[src/sv/fqp_pkg.sv]
// ---------------------------------------------------------------------------
// fqp_pkg
// Shared types and constants for the fair-queue finish-tag pick block.
// ---------------------------------------------------------------------------
package fqp_pkg;

  localparam int QueueDepthDef = 16;
  localparam int NumFlowsDef   = 8;
  localparam int CostRegs      = 8;
  localparam int TagW          = 40;
  localparam int CostW         = 16;
  localparam int HandleW       = 16;
  localparam int FlowW         = 3;
  localparam int CfgIdxW       = 3;
  localparam logic [CostW-1:0] CostReset = 16'd256;
  localparam logic [TagW-1:0]  TagMax    = {TagW{1'b1}};

  localparam logic       OpEnq  = 1'b0;
  localparam logic       OpPick = 1'b1;

  localparam logic [1:0] StEnq   = 2'd0;
  localparam logic [1:0] StFull  = 2'd1;
  localparam logic [1:0] StPick  = 2'd2;
  localparam logic [1:0] StEmpty = 2'd3;

  // one queue entry as it travels along the row of cells
  typedef struct packed {
    logic               valid;
    logic [HandleW-1:0] handle;
    logic [FlowW-1:0]   flow;
  } entry_t;

  // scan token: best candidate seen so far, handed cell to cell
  typedef struct packed {
    logic            found;
    logic [TagW-1:0] tag;
    logic [5:0]      pos;
  } scan_t;

  // finish tag with saturation
  function automatic logic [TagW-1:0] calc_tag(input logic [TagW-1:0] vclk,
                                               input logic [TagW-1:0] last,
                                               input logic [CostW-1:0] cost);
    logic [TagW-1:0] start;
    logic [TagW:0]   sum;
    start = (vclk > last) ? vclk : last;
    sum   = {1'b0, start} + {{(TagW-CostW+1){1'b0}}, cost};
    return sum[TagW] ? TagMax : sum[TagW-1:0];
  endfunction

endpackage

[src/sv/fqp_cell.sv]
// ---------------------------------------------------------------------------
// fqp_cell
// One queue slot. Holds an entry, compares the entry's tag against the
// registered scan token and passes the token on.
// ---------------------------------------------------------------------------
module fqp_cell
  import fqp_pkg::*;
#(
  parameter int PosW = 4
) (
  input  logic                clk,
  input  logic                rst,
  input  logic [PosW-1:0]     pos,
  input  logic                load,
  input  entry_t              load_entry,
  input  logic                shift,
  input  entry_t              right_entry,
  input  logic                scan_en,
  input  scan_t               scan_in,
  input  logic [TagW-1:0]     vclk,
  input  logic [TagW-1:0]     last_finish [NumFlowsDef],
  input  logic [CostW-1:0]    cost [CostRegs],
  output entry_t              entry,
  output scan_t               scan_out
);

  logic [TagW-1:0] tag;

  assign tag = calc_tag(vclk, last_finish[entry.flow], cost[entry.flow]);

  always_comb begin
    scan_out = scan_in;
    if (scan_en && entry.valid && (!scan_in.found || tag < scan_in.tag)) begin
      scan_out.found = 1'b1;
      scan_out.tag   = tag;
      scan_out.pos   = 6'(pos);
    end
  end

  always_ff @(posedge clk) begin
    if (rst) begin
      entry.valid <= 1'b0;
    end else if (load) begin
      entry <= load_entry;
    end else if (shift) begin
      entry <= right_entry;
    end
  end

endmodule

[config.mk]
export PLATFORM = sky130hd
export DESIGN_NAME = fqp_cell
export DESIGN_NICKNAME = d
export VERILOG_FILES = /design/src/sv/fqp_pkg.sv /design/src/sv/fqp_cell.sv
export SDC_FILE = /design/constraint.sdc
export NUM_CORES = 1
export LEC_CHECK = 0
export ABC_AREA = 1
export BUFFER_PORTS_ARGS = -buffer_cell sky130_fd_sc_hd__buf_2
export CAP_MARGIN = 5
export CORE_AREA = 3 3 249 251
export DETAILED_ROUTE_END_ITERATION = 12
export DIE_AREA = 0 0 252 254
export PLACE_DENSITY = 0.47
export SLEW_MARGIN = 0
export SYNTH_ARGS = -nofsm -noshare
export SYNTH_HDL_FRONTEND = slang
export SYNTH_SLANG_ARGS = --single-unit
[constraint.sdc]
create_clock -name clk -period 15.6 [get_ports clk]
set_clock_uncertainty 0.15 [all_clocks]
set_input_delay 4.68 -clock clk [delete_from_list [all_inputs] [get_ports clk]]
set_output_delay 4.68 -clock clk [all_outputs]
set_load 0.02 [all_outputs]
==> flow_metrics.tcl <==
set metrics [dict create \
    ioPinCount 651 \
    postCtsHoldBufs 0 \
    fillCellCount 6813 \
    holdPathStages 3 \
    synth_seq_cells 20 \
    pre_cts_slack_ns -1.27 \
    cts.clk_slew.worst_paths_ns 0.06 \
    nets 3326 \
    yosysTopAreaCellShare_pct 16.5 \
    timing.final.ws_setup_ns -0.412 \
    core_um2 60100 \
    ff2ff_path_depth 3 \
    antenna_found_initial 25 \
    fp-row-count 90 \
    leakage_nw 9.08 \
    top_regs "entry (20)" \
    wl_um 59700 \
    synth_warnings 0 \
    cts.sinks 20 \
    power_density_nw_per_um2 88.3 \
    tritoncts "built" \
    worstHoldStart "entry[19]$_SDFFE_PP0N_" \
    synthFlopType "edfxtp_1" \
    clockBufferDepth 2 \
    root_buffer "clkbuf_16" \
    numPortBuffers 650 \
    p_sw_w 0.000738 \
    p_comb_share_pct 90.9 \
    grt_max_degree 172 \
    critPathCaptureType "output pin" \
    max_freq_mhz 62.5 \
    die_area_um2 64000 \
    yosysTopAreaCell "nand2_1" \
    ant_nets 0 \
    topRoutingLayerUsed "met5" \
    async_flop_share_pct 0 \
    period_share_pct 103 \
    grt_pass1_wl_um 84700 \
    finalMaxSlewViolations 0 \
    multi_input_area_um2 8800 \
    worstMarginPinSlew_ns 1.06 \
    critPathKind "in -> out" \
    crit_required_ns 10.77 \
    drive_gt1_share_pct 49.3 \
    die_x_um 252 \
    post_drt_wl_per_cell_um 17.4 \
    setup_violations 46 \
    peakVddDrop_uv 37.5 \
    holdPathEnd "entry[19]$_SDFFE_PP0N_" \
    rr_startpoint "entry[19]$_SDFFE_PP0N_" \
    crit_arrival_ns 11.18 \
    htree_num_levels 1 \
    violations "negative setup slack" \
    grt_setup_unrepaired "yes" \
    area_growth_pct 88.4 \
    wl_met3_um 3430 \
    start_util_pct 15.5 \
    grt_usage_pct 17.0 \
    drv_cap 0 \
    syn-instance-count 1753 \
    holdCritPathClass "reg -> reg" \
    netlist_area_um2 9340 \
    die_h_um 254 \
    worstReg2RegEnd "entry[19]$_SDFFE_PP0N_" \
    drt-vias-per-instance 4.36 \
    worstSkewPairLatency_ns 0.26 \
    startpoint_type "input port" \
    worst_hold_slack_ns 0.638 \
    cp_slowest_stage_delay_ns 0.33 \
    syn_nets 2434 \
    status "finished, violations left" \
    grt_pass1_vias 14396 \
    cp_common_cell "buf_4" \
    clock_power_share_pct 4.8 \
    yosysUniqueCellTypes 48 \
    cp_max_fo 8 \
    grt-ovfl-total 0 \
    cts_buffers 3 \
    period_needed_ns 16.01 \
    cpMaxStageDelayCell "ha_1" \
    synth_area_leaders "nand2_1, o21ai_0, ha_1" \
    synth_top_family_by_area "simple AND/OR/NAND/NOR gates" \
    dr.pass1.iters 5 \
    drtIter0Drc 874 \
    p_int_w 0.000815 \
    avgSynthCellArea_um2 5.33 \
    hpwl_um 49200 \
    power.total_w 0.00155 \
    synth_simple_gate_area_share_pct 39.3 \
    synth_compound_area_share_pct 28.6 \
    p_seq_share_pct 4.3 \
    slew_headroom_pct 29.3 \
    drc 0 \
    vias 14975 \
    ys_seq_area_share_pct 6.33 \
    synth_fa_ha_area_share_pct 13.1 \
    synth.area.mux_share_pct 0 \
    synth_edf_count 19 \
    synth_xor_area_share_pct 0.844 \
    regMostFlops "entry" \
    final_hold_viol_count 0 \
    wirelength_met1_um 26700 \
    seq_area_um2 591 \
    swShare_pct 47.5 \
    largest_reg_flops 20 \
    gp_congestion 0.909 \
    rrSetupSlack_ns 14.44 \
    met2_length_um 28400 \
]
## worst max-delay path by stage
stage	startpoint	cells past startpoint	slack (ns)	endpoint
after detailed placement	last_finish[98]	48	-1.27	scan_out[4]
after floorplan	last_finish[77]	48	-0.03	scan_out[16]
after global placement	last_finish[95]	46	-1.20	scan_out[11]
after CTS	last_finish[34]	53	-0.66	scan_out[36]
after global routing	last_finish[112]	53	-0.81	scan_out[7]
final	last_finish[112]	55	-0.41	scan_out[36]
## area by class of cell
class	instances	area share [%]
Multi-Input combinational cell	1464	50.0
Timing Repair Buffer	1000	36.8
Tap cell	782	5.56
Inverter	155	3.43
Sequential cell	20	3.36
Clock buffer	3	0.427
Clock inverter	1	0.171
Antenna cell	11	0.157
Timing Repair inverter	1	0.0427
## synthesized netlist by cell type, types with 2 or more instances
| cell type | number |
|---|---|
| xor2_1 | 3 |
| ha_1 | 96 |
| buf_4 | 6 |
| a21boi_1 | 2 |
| clkbuf_1 | 76 |
| buf_2 | 15 |
| a21boi_0 | 7 |
| o21a_1 | 4 |
| nand3_2 | 19 |
| xnor2_1 | 6 |
| buf_1 | 10 |
| nor2_4 | 3 |
| nand2_2 | 7 |
| a211oi_1 | 6 |
| a21oi_1 | 45 |
| o21ai_0 | 262 |
| a31oi_1 | 17 |
| nand2_1 | 411 |
| o21ai_1 | 25 |
| nand4_1 | 10 |
| inv_1 | 153 |
| nor2_1 | 317 |
| nand2_4 | 3 |
| o221ai_1 | 9 |
| edfxtp_1 | 19 |
| nor3_1 | 11 |
| inv_2 | 2 |
| buf_6 | 7 |
| or2_2 | 7 |
| o22ai_1 | 89 |
| a21o_1 | 3 |
| o21ai_2 | 6 |
| nor4_1 | 2 |
| nand3_1 | 81 |
## worst max-delay path, delay by kind of cell
kind | cells | cell delay (ns)
buf+inv | 27 | 3.25
xor+xnor | 1 | 0.14
compound gates | 7 | 0.90
fa+ha+maj | 3 | 0.85
simple gates | 17 | 1.35
## per-layer routing
metal,GRT usage (%),up-vias
met4,3.43,14
met1,22.8,6691
met2,29.2,519
met3,2.45,63
met5,0,-
li1,-,7688
## what timing repair did
item / 4_1_cts / 5_1_grt
gates cloned: 5 / 3
endpoints found under the setup margin: 46 / 46
gates resized for setup: 209 / 252
pin swaps: 60 / 123
setup buffers: 58 / 20
## logic make-up after synthesis
kind of cell | Yosys count
xor gates and xnor gates | 9
DFF | 20
and+or+nand+nor | 877
adders and majority gates | 97
AOI/OAI and AO/OA | 481
buffers and inverters | 269
## through the flow
stage	util (%)	cell area [um2]	std cells	setup TNS, ns
2_1_floorplan	-	9410	1753	-0.0251
3_3_place_gp	25.3	15200	3341	-50.98
3_5_place_dp	25.3	15200	3341	-56.78
4_1_cts	27.4	16500	3407	-28.49
5_1_grt	29.2	17600	3431	-34.35
6_report	29.2	17600	3437	-16.50
## cells in the final DEF, fill, tap and decap left out, types with 65 or more instances in the layout
cell | synthesis | layout
o22ai_1 | 89 | 77
buf_2 | 15 | 595
nand2_2 | 7 | 87
ha_1 | 96 | 68
inv_1 | 153 | 122
nand3_1 | 81 | 73
buf_4 | 6 | 325
o21ai_1 | 25 | 65
nor2_1 | 317 | 303
nand2_1 | 411 | 315
o21ai_0 | 262 | 187
## power groups by stage
stage	Clock [W]	Sequential (W)	Combinational, W
floorplan	0	0.0000743	0.000572
detailed placement	0	0.0000685	0.00116
global placement	0	0.0000684	0.00116
CTS	0.0000758	0.0000676	0.00130
finish	0.0000743	0.0000674	0.00141
global route	0.0000772	0.0000681	0.00156
Note: power is estimated with default switching activity, not from simulation.
